[config.mk]
export PLATFORM = sky130hd
export DESIGN_NAME = optical_property_combiner_core
export DESIGN_NICKNAME = d
export VERILOG_FILES = /design/src/sv/opc_pkg.sv /design/src/sv/opc_div.sv /design/src/sv/opc_dp.sv /design/src/sv/opc_ctrl.sv /design/src/sv/optical_property_combiner_core.sv
export SDC_FILE = /design/constraint.sdc
export NUM_CORES = 2
export LEC_CHECK = 0
export BUFFER_PORTS_ARGS = -buffer_cell sky130_fd_sc_hd__buf_4
export CAP_MARGIN = 40
export CORE_MARGIN = 2
export CORE_UTILIZATION = 45
export CTS_CLUSTER_SIZE = 14
export DETAILED_ROUTE_END_ITERATION = 16
export GPL_TIMING_DRIVEN = 0
export SYNTH_ARGS = -nofsm -noshare
export SYNTH_HDL_FRONTEND = slang
export SYNTH_SLANG_ARGS = --single-unit
[constraint.sdc]
create_clock -name clk -period 15.9 [get_ports clk]
set_input_delay 3.18 -clock clk [delete_from_list [all_inputs] [get_ports clk]]
set_output_delay 3.18 -clock clk [all_outputs]
set_load 0.1 [all_outputs]
[src/sv/opc_pkg.sv]
// Shared constants, state encoding and control structs for the optical property combiner.
package opc_pkg;

    localparam int MAX_MECHANISMS = 16;
    localparam int DEPTH_BITS     = 32;

    localparam int G_W       = 16;
    localparam int OM_W      = 16;
    localparam int TAU_W     = 32;
    localparam int DEPTH_USE = (DEPTH_BITS < TAU_W) ? DEPTH_BITS : TAU_W;
    localparam logic [TAU_W-1:0] DEPTH_MASK = TAU_W'((64'd1 << DEPTH_USE) - 64'd1);

    localparam int SUM_W   = 36;
    localparam int WSUM_W  = 37;
    localparam int STERM_W = 34;
    localparam int WMAG_W  = 36;
    localparam int P1_W    = OM_W + TAU_W + 1;
    localparam int P2_W    = G_W + STERM_W + 1;
    localparam int RND_SH  = 15;
    localparam logic [SUM_W-1:0] SUM_MAX = '1;

    localparam int DEN_W = 37;
    localparam int QUO_W = 17;
    localparam int NUM_W = DEN_W + QUO_W;
    localparam int DCNT_W = $clog2(QUO_W + 1);

    localparam int CNT_W = $clog2(MAX_MECHANISMS + 1);

    localparam int IN_DATA_W  = 64;
    localparam int OUT_DATA_W = 72;
    localparam int OUT_USER_W = 2;

    typedef enum logic [2:0] {
        ST_IDLE,
        ST_MUL1,
        ST_MUL2,
        ST_ACC,
        ST_CLOSE,
        ST_DIV_ALB,
        ST_DIV_ASYM,
        ST_OUT
    } state_t;

    typedef struct packed {
        logic capture;
        logic mul1;
        logic mul2;
        logic accum;
        logic close;
        logic latch_alb;
        logic start_asym;
        logic latch_asym;
        logic load_out;
    } cmd_t;

    typedef struct packed {
        logic closing;
        logic div_done;
        logic out_free;
    } stat_t;

endpackage

[src/sv/opc_div.sv]
// Restoring divider, one quotient bit per cycle, with quotient overflow flag.
module opc_div
    import opc_pkg::*;
(
    input  logic             clk,
    input  logic             rst_n,
    input  logic             start,
    input  logic [NUM_W-1:0] num,
    input  logic [DEN_W-1:0] den,
    output logic             done,
    output logic [QUO_W-1:0] quo,
    output logic             ovf
);

    logic              busy_reg;
    logic              done_reg;
    logic [DCNT_W-1:0] cnt_reg;
    logic [DEN_W-1:0]  rem_reg;
    logic [DEN_W-1:0]  rem_next;
    logic [QUO_W-1:0]  low_reg;
    logic [DEN_W-1:0]  den_reg;
    logic [QUO_W-1:0]  quo_reg;
    logic              ovf_reg;
    logic [DEN_W:0]    trial;
    logic              fits;

    always_comb
    begin
        trial    = {rem_reg, low_reg[QUO_W-1]};
        fits     = trial >= {1'b0, den_reg};
        rem_next = fits ? DEN_W'(trial - {1'b0, den_reg}) : trial[DEN_W-1:0];
    end

    always_ff @(posedge clk or negedge rst_n)
    begin
        if (!rst_n)
        begin
            busy_reg <= 1'b0;
            done_reg <= 1'b0;
            cnt_reg  <= '0;
        end
        else
        begin
            done_reg <= 1'b0;
            if (start)
            begin
                busy_reg <= 1'b1;
                cnt_reg  <= DCNT_W'(QUO_W);
            end
            else if (busy_reg)
            begin
                cnt_reg <= cnt_reg - 1'b1;
                if (cnt_reg == DCNT_W'(1))
                begin
                    busy_reg <= 1'b0;
                    done_reg <= 1'b1;
                end
            end
        end
    end

    always_ff @(posedge clk)
    begin
        if (start)
        begin
            rem_reg <= num[NUM_W-1:QUO_W];
            low_reg <= num[QUO_W-1:0];
            den_reg <= den;
            ovf_reg <= num[NUM_W-1:QUO_W] >= den;
            quo_reg <= '0;
        end
        else if (busy_reg)
        begin
            rem_reg <= rem_next;
            low_reg <= {low_reg[QUO_W-2:0], 1'b0};
            quo_reg <= {quo_reg[QUO_W-2:0], fits};
        end
    end

    assign done = done_reg;
    assign quo  = quo_reg;
    assign ovf  = ovf_reg;

endmodule

[src/sv/opc_dp.sv]
// Datapath: input capture, product stages, saturating sums, ratio formation and output word.
module opc_dp
    import opc_pkg::*;
(
    input  logic                  clk,
    input  logic                  rst_n,
    input  cmd_t                  cmd,
    output stat_t                 stat,
    input  logic [IN_DATA_W-1:0]  s_tdata,
    input  logic                  s_tlast,
    input  logic                  s_tuser,
    output logic                  m_tvalid,
    input  logic                  m_tready,
    output logic [OUT_DATA_W-1:0] m_tdata,
    output logic                  m_tlast,
    output logic [OUT_USER_W-1:0] m_tuser
);

    logic signed [G_W-1:0]    g_reg;
    logic [OM_W-1:0]          om_reg;
    logic [TAU_W-1:0]         tau_reg;
    logic                     last_reg;
    logic                     lastp_reg;
    logic [STERM_W-1:0]       sterm_reg;
    logic [WMAG_W-1:0]        wmag_reg;
    logic                     gneg_reg;

    logic [SUM_W-1:0]         depth_sum_reg;
    logic [SUM_W-1:0]         scatter_sum_reg;
    logic signed [WSUM_W-1:0] wsum_reg;
    logic [CNT_W-1:0]         count_reg;

    logic [SUM_W-1:0]         depth_snap_reg;
    logic [SUM_W-1:0]         scatter_snap_reg;
    logic signed [WSUM_W-1:0] wsum_snap_reg;
    logic                     zd_reg;
    logic                     zs_reg;
    logic                     lastp_snap_reg;
    logic [OM_W-1:0]          albedo_reg;
    logic [G_W-1:0]           asym_reg;

    logic                     out_valid_reg;
    logic [OUT_DATA_W-1:0]    out_data_reg;
    logic                     out_last_reg;
    logic [OUT_USER_W-1:0]    out_user_reg;

    logic [P1_W-1:0]          p1;
    logic [P2_W-1:0]          p2;
    logic [G_W-1:0]           gmag;
    logic [SUM_W:0]           depth_add;
    logic [SUM_W:0]           scatter_add;
    logic signed [WSUM_W+1:0] wsum_add;
    logic [SUM_W-1:0]         depth_next;
    logic [SUM_W-1:0]         scatter_next;
    logic signed [WSUM_W-1:0] wsum_next;
    logic [CNT_W:0]           count_inc;
    logic [DEN_W-1:0]         wmag_snap;
    logic [NUM_W-1:0]         div_num;
    logic [DEN_W-1:0]         div_den;
    logic                     div_start;
    logic                     div_done;
    logic [QUO_W-1:0]         div_quo;
    logic                     div_ovf;
    logic [OM_W-1:0]          albedo_next;
    logic [G_W-1:0]           asym_next;

    localparam logic [CNT_W:0]           MECH_LIMIT = (CNT_W + 1)'(MAX_MECHANISMS);
    localparam logic signed [WSUM_W+1:0] WSUM_HI =
        (WSUM_W + 2)'((64'd1 << (WSUM_W - 1)) - 64'd1);
    localparam logic signed [WSUM_W+1:0] WSUM_LO = -WSUM_HI - 2'sd1;
    localparam logic [QUO_W-1:0]         Q_ONE   = QUO_W'(32768);
    localparam logic [QUO_W-1:0]         Q_POSMAX = QUO_W'(32767);

    always_comb
    begin
        p1   = P1_W'(om_reg) * P1_W'(tau_reg) + P1_W'(64'd1 << (RND_SH - 1));
        gmag = g_reg[G_W-1] ? G_W'(-g_reg) : G_W'(g_reg);
        p2   = P2_W'(gmag) * P2_W'(sterm_reg) + P2_W'(64'd1 << (RND_SH - 1));

        depth_add    = {1'b0, depth_sum_reg} + (SUM_W + 1)'(tau_reg);
        scatter_add  = {1'b0, scatter_sum_reg} + (SUM_W + 1)'(sterm_reg);
        depth_next   = depth_add[SUM_W] ? SUM_MAX : depth_add[SUM_W-1:0];
        scatter_next = scatter_add[SUM_W] ? SUM_MAX : scatter_add[SUM_W-1:0];

        if (gneg_reg)
            wsum_add = (WSUM_W + 2)'(wsum_reg) - $signed({2'b00, wmag_reg});
        else
            wsum_add = (WSUM_W + 2)'(wsum_reg) + $signed({2'b00, wmag_reg});
        if (wsum_add > WSUM_HI)
            wsum_next = WSUM_W'(WSUM_HI);
        else if (wsum_add < WSUM_LO)
            wsum_next = WSUM_W'(WSUM_LO);
        else
            wsum_next = wsum_add[WSUM_W-1:0];

        count_inc    = {1'b0, count_reg} + 1'b1;
        stat.closing = last_reg || (count_inc >= MECH_LIMIT);

        wmag_snap = wsum_snap_reg[WSUM_W-1] ? DEN_W'(-wsum_snap_reg) : DEN_W'(wsum_snap_reg);
        if (cmd.close)
        begin
            div_num = (NUM_W'(scatter_sum_reg) << RND_SH) + NUM_W'(depth_sum_reg >> 1);
            div_den = DEN_W'(depth_sum_reg);
        end
        else
        begin
            div_num = (NUM_W'(wmag_snap) << RND_SH) + NUM_W'(scatter_snap_reg >> 1);
            div_den = DEN_W'(scatter_snap_reg);
        end
        div_start = cmd.close || cmd.start_asym;

        if (zd_reg)
            albedo_next = '0;
        else if (div_ovf || div_quo > Q_ONE)
            albedo_next = OM_W'(Q_ONE);
        else
            albedo_next = div_quo[OM_W-1:0];

        if (zs_reg)
            asym_next = '0;
        else if (wsum_snap_reg[WSUM_W-1])
            asym_next = (div_ovf || div_quo > Q_ONE) ? G_W'(Q_ONE) : G_W'(-div_quo);
        else
            asym_next = (div_ovf || div_quo > Q_POSMAX) ? G_W'(Q_POSMAX) : div_quo[G_W-1:0];

        stat.div_done = div_done;
        stat.out_free = !out_valid_reg || m_tready;
    end

    opc_div u_div (
        .clk   (clk),
        .rst_n (rst_n),
        .start (div_start),
        .num   (div_num),
        .den   (div_den),
        .done  (div_done),
        .quo   (div_quo),
        .ovf   (div_ovf)
    );

    always_ff @(posedge clk or negedge rst_n)
    begin
        if (!rst_n)
        begin
            depth_sum_reg   <= '0;
            scatter_sum_reg <= '0;
            wsum_reg        <= '0;
            count_reg       <= '0;
            out_valid_reg   <= 1'b0;
        end
        else
        begin
            if (cmd.accum)
            begin
                depth_sum_reg   <= depth_next;
                scatter_sum_reg <= scatter_next;
                wsum_reg        <= wsum_next;
                count_reg       <= stat.closing ? '0 : count_inc[CNT_W-1:0];
            end
            else if (cmd.close)
            begin
                depth_sum_reg   <= '0;
                scatter_sum_reg <= '0;
                wsum_reg        <= '0;
            end
            if (cmd.load_out)
                out_valid_reg <= 1'b1;
            else if (m_tready)
                out_valid_reg <= 1'b0;
        end
    end

    always_ff @(posedge clk)
    begin
        if (cmd.capture)
        begin
            g_reg     <= $signed(s_tdata[G_W-1:0]);
            om_reg    <= s_tdata[G_W+OM_W-1:G_W];
            tau_reg   <= s_tdata[G_W+OM_W+TAU_W-1:G_W+OM_W] & DEPTH_MASK;
            last_reg  <= s_tlast;
            lastp_reg <= s_tuser;
        end
        if (cmd.mul1)
            sterm_reg <= p1[P1_W-1:RND_SH];
        if (cmd.mul2)
        begin
            wmag_reg <= WMAG_W'(p2[P2_W-1:RND_SH]);
            gneg_reg <= g_reg[G_W-1];
        end
        if (cmd.close)
        begin
            depth_snap_reg   <= depth_sum_reg;
            scatter_snap_reg <= scatter_sum_reg;
            wsum_snap_reg    <= wsum_reg;
            zd_reg           <= depth_sum_reg == '0;
            zs_reg           <= scatter_sum_reg == '0;
            lastp_snap_reg   <= lastp_reg;
        end
        if (cmd.latch_alb)
            albedo_reg <= albedo_next;
        if (cmd.latch_asym)
            asym_reg <= asym_next;
        if (cmd.load_out)
        begin
            out_data_reg <= OUT_DATA_W'({depth_snap_reg, albedo_reg, asym_reg});
            out_user_reg <= {zd_reg, zs_reg};
            out_last_reg <= lastp_snap_reg;
        end
    end

    assign m_tvalid = out_valid_reg;
    assign m_tdata  = out_data_reg;
    assign m_tlast  = out_last_reg;
    assign m_tuser  = out_user_reg;

endmodule

[src/sv/opc_ctrl.sv]
// Controller state machine sequencing capture, products, sums, divisions and output load.
module opc_ctrl
    import opc_pkg::*;
(
    input  logic  clk,
    input  logic  rst_n,
    input  logic  s_tvalid,
    output logic  s_tready,
    input  stat_t stat,
    output cmd_t  cmd
);

    state_t state_reg;
    state_t state_next;

    always_ff @(posedge clk or negedge rst_n)
    begin
        if (!rst_n)
            state_reg <= ST_IDLE;
        else
            state_reg <= state_next;
    end

    always_comb
    begin
        state_next = state_reg;
        cmd        = '0;
        s_tready   = 1'b0;
        case (state_reg)
            ST_IDLE:
            begin
                s_tready = 1'b1;
                if (s_tvalid)
                begin
                    cmd.capture = 1'b1;
                    state_next  = ST_MUL1;
                end
            end
            ST_MUL1:
            begin
                cmd.mul1   = 1'b1;
                state_next = ST_MUL2;
            end
            ST_MUL2:
            begin
                cmd.mul2   = 1'b1;
                state_next = ST_ACC;
            end
            ST_ACC:
            begin
                cmd.accum  = 1'b1;
                state_next = stat.closing ? ST_CLOSE : ST_IDLE;
            end
            ST_CLOSE:
            begin
                cmd.close  = 1'b1;
                state_next = ST_DIV_ALB;
            end
            ST_DIV_ALB:
            begin
                if (stat.div_done)
                begin
                    cmd.latch_alb  = 1'b1;
                    cmd.start_asym = 1'b1;
                    state_next     = ST_DIV_ASYM;
                end
            end
            ST_DIV_ASYM:
            begin
                if (stat.div_done)
                begin
                    cmd.latch_asym = 1'b1;
                    state_next     = ST_OUT;
                end
            end
            ST_OUT:
            begin
                if (stat.out_free)
                begin
                    cmd.load_out = 1'b1;
                    state_next   = ST_IDLE;
                end
            end
            default:
            begin
                state_next = ST_IDLE;
            end
        endcase
    end

endmodule

[src/sv/optical_property_combiner_core.sv]
// Top level of the optical property combiner: controller and datapath.
//
// Input stream: one word per mechanism (asymmetry, albedo, depth); tlast closes the
// spectral point, tuser carries the batch-end flag through to the result.
// Output stream: one word per spectral point with combined asymmetry, albedo and
// total depth; tuser holds the zero-scatter and zero-depth flags, tlast the batch end.
// Each input word passes capture, two product stages and accumulate before the next
// is accepted; tready is high only while the block waits for a word.
// A closing word then takes the snapshot of the sums, the albedo and asymmetry
// divisions in turn on the shared restoring divider and the load of the output
// register, which raises tvalid, before the next word is taken.
// The sixteenth word since the last result closes the point even without tlast.
// The result sits in an output register: while it waits for tready the block
// already accepts words of the next point, and stalls only when a second result
// is ready before the first has been taken.
// Reset clears the sums, the word count, the controller and the output valid.
module optical_property_combiner_core
    import opc_pkg::*;
(
    input  logic                  clk,
    input  logic                  rst_n,
    input  logic                  s_axis_tvalid,
    output logic                  s_axis_tready,
    input  logic [IN_DATA_W-1:0]  s_axis_tdata,  // asym_in, albedo_in, depth_in
    input  logic                  s_axis_tlast,
    input  logic                  s_axis_tuser,  // last_point
    output logic                  m_axis_tvalid,
    input  logic                  m_axis_tready,
    output logic [OUT_DATA_W-1:0] m_axis_tdata,  // asym_out, albedo_out, depth_out, zero pad
    output logic                  m_axis_tlast,
    output logic [OUT_USER_W-1:0] m_axis_tuser   // zero_scatter, zero_depth
);

    cmd_t  cmd;
    stat_t stat;

    opc_ctrl u_ctrl (
        .clk      (clk),
        .rst_n    (rst_n),
        .s_tvalid (s_axis_tvalid),
        .s_tready (s_axis_tready),
        .stat     (stat),
        .cmd      (cmd)
    );

    opc_dp u_dp (
        .clk      (clk),
        .rst_n    (rst_n),
        .cmd      (cmd),
        .stat     (stat),
        .s_tdata  (s_axis_tdata),
        .s_tlast  (s_axis_tlast),
        .s_tuser  (s_axis_tuser),
        .m_tvalid (m_axis_tvalid),
        .m_tready (m_axis_tready),
        .m_tdata  (m_axis_tdata),
        .m_tlast  (m_axis_tlast),
        .m_tuser  (m_axis_tuser)
    );

endmodule

==> impl_metrics.ini <==
[placement]
place_hpwl_um = 165000
placed_cell_area_um2 = 70300
gp_congestion = 0.946
numPortBuffers = 142

[die]
fp.dieH_um = 388
die_w_um = 388
coreArea_um2 = 146000
pin_count = 147
initial_utilization_pct = 45.4
fp.dieArea_um2 = 150000
fp-row-count = 140

[cells_and_area]
post-route-util_pct = 49.7
finalInstanceArea_um2 = 72500
areaGrowthSynthToFinish_pct = 9.49
nets = 8637
largest_register_ffs = 68
drive_above_1_share_pct = 4.51

[timing]
period_minus_slack_ns = 9.95
final.period_utilization_pct = 62.6
hold_violations = 0
max_slew_margin_pct = 37.5
rsz0062_at_grt = false
fmax_mhz = 101
finalSetupViolCount = 0
setup-tns-final_ns = 0
drv_slew = 0
worst_slew_pin_slew_ns = 0.937
fin_worst_skew_ns = 0.0600

[synthesis]
dominantRegCellSynth = edfxtp_1
syn_area_per_cell_um2 = 9.58
ys_ff_latch = 585
ys.warnings.count = 0
ys_seq_area_share_pct = 25.3
netlist-cell-type-count = 80
syn-instance-count = 6913
async_flop_share_pct = 21.4
syn_area_um2 = 66200
synth-edff-count = 443

[routing]
wl_um = 201000
drc = 0
ant_nets = 0
wl_per_cell_um = 22.0
viasPerCell = 5.52
via_count = 50500
first_pass_iters = 8
drt-initial-drc-count = 3526

[worst_setup_path]
crit_start = u_dp.g_reg[0]$_DFFE_PP_
max_stage_delay_ns = 0.69
critPathRequiredTime_ns = 16.31
cp_slowest_cell = clkbuf_1
rr_startpoint = u_dp.g_reg[0]$_DFFE_PP_
critPathKind = register to register
cp_max_fo = 10
cp_common_cell = fa_1
worstSetupStartpointType = register
cp_data_arrival_time_ns = 10.36
crit_path_end_kind = register

[worst_hold_path]
hold_path.class = register to register
hold_start = u_dp.asym_reg[1]$_SDFFCE_PP0P_

[global_route]
grt_usage_pct = 27.0
grt_max_degree = 83
antenna_found_initial = 11
first_global_vias = 52000
overflow = 0
grt_pass1_wl_um = 310000

[clocking]
ctsResizeCount = 0
clk_pin_slew_ns = 0.06
numCtsBuffers = 69
cts.sinks = 585
htree_levels = 3
post_cts_buffers = 0
cts_hold_buf = 0
clockBufferDepth = 3
cts_tree = built
root_buffer = clkbuf_16
clock_latency_ns = 0.69

[flow_run]
maxCapViolations = 0

[run_status]
status = finished clean
## per-layer routing
| metal | track usage [%] | part of all wire [%] | up-vias |
|---|---|---|---|
| met5 | 0 | 0.063 | - |
| met4 | 11.6 | 4.7 | 16 |
| met3 | 4.71 | 6.7 | 441 |
| met2 | 44.7 | 47 | 1730 |
| met1 | 34.7 | 41 | 25300 |
| li1 | - | - | 23100 |
## cells by family (layout without fill, tap and decap cells)
group	count (synthesis)	after routing	share of synthesized area, %
other	1	9	0.00566
adder cells (fa/ha/maj)	1397	1397	36.3
multiplexers	65	65	0.990
AO/OA/AOI/OAI	1101	1101	10.5
XOR/XNOR	331	331	4.38
AND/OR/NAND/NOR	2000	2000	14.4
flip-flops	585	585	25.3
buffers and inverters	1433	1741	8.15
## stage by stage
step | cells | hold WS [ns] | setup WS [ns]
after global routing | 9142 | 0.406 | 5.64
after detailed placement | 9015 | 0.405 | 6.03
after CTS | 9141 | 0.387 | 5.96
after floorplan | 6917 | 0.400 | 8.61
final | 9146 | 0.381 | 5.95
after global placement | 8976 | 0.400 | 5.33
## synthesized netlist by cell type (all sizes together) (17+ instances only)
cell type  number  area share, %
mux2i          61           0.92
o21a           39           0.44
o21ai         220            1.7
o211ai         21           0.24
o21bai         38           0.43
or3            36           0.35
clkbuf        261            1.5
nor3           47           0.36
and2          388            3.7
nor2b          41           0.39
nand2b         48           0.45
a21oi         354            2.7
nor4           35           0.34
inv          1156            6.6
fa            872             26
ha            525            9.9
nor2          239            1.4
nand4          44           0.42
a31oi          80           0.76
a211oi         39           0.44
a21o          143            1.6
dfxtp          17           0.51
xnor2         212            2.8
nand3          59           0.45
o31ai          27           0.31
a221o          38           0.57
edfxtp        443             20
and3           36           0.34
xor2          119            1.6
dfrtp         125            4.7
nand2         953            5.4
## layout by cell type, fill, tap and decap left out, drive strengths merged, types with 212 or more instances in the layout
| cell | synthesis | routed |
|---|---|---|
| ha | 525 | 525 |
| nor2 | 239 | 239 |
| clkbuf | 261 | 355 |
| xnor2 | 212 | 212 |
| inv | 1156 | 1163 |
| and2 | 388 | 388 |
| a21oi | 354 | 354 |
| nand2 | 953 | 953 |
| fa | 872 | 872 |
| o21ai | 220 | 220 |
| edfxtp | 443 | 443 |
## area by class of cell
class,count,area [um^2]
fillers,13700,73400
multi-input cells,4899,44100
flip-flops and latches,585,16800
inverters,1156,4340
well taps,1917,2400
clock buffers,93,1890
repair buffers,182,1610
plain buffers,277,1060
clock inverters,33,337
diodes,4,10.0
## final timing paths
check                                                     end  slack [ns]  depth (start not counted)
max                               u_dp.wmag_reg[34]$_DFFE_PP_        5.95                         30
min                                 u_dp.m_tdata[1]$_DFFE_PP_        0.38                          0
max reg2reg                       u_dp.wmag_reg[34]$_DFFE_PP_        5.95                         30
min reg2reg                         u_dp.m_tdata[1]$_DFFE_PP_        0.38                          0
max in group asynchronous  u_dp.depth_sum_reg[13]$_DFFE_PN0P_       12.63                          2
min in group asynchronous       u_dp.wsum_reg[30]$_DFFE_PN0P_        2.44                          1
## critical path, delay by kind of cell, from the launching register on
family | cells | cell delay [ns]
fa+ha+maj | 8 | 3.43
compound gates | 8 | 2.25
buf+inv | 7 | 2.04
simple gates | 6 | 0.97
xor+xnor | 1 | 0.60
flops | 1 | 0.31
Power is left out: the tool's default activity adds up to more than one toggle a clock period on the data nets, which glitch-free logic cannot reach.
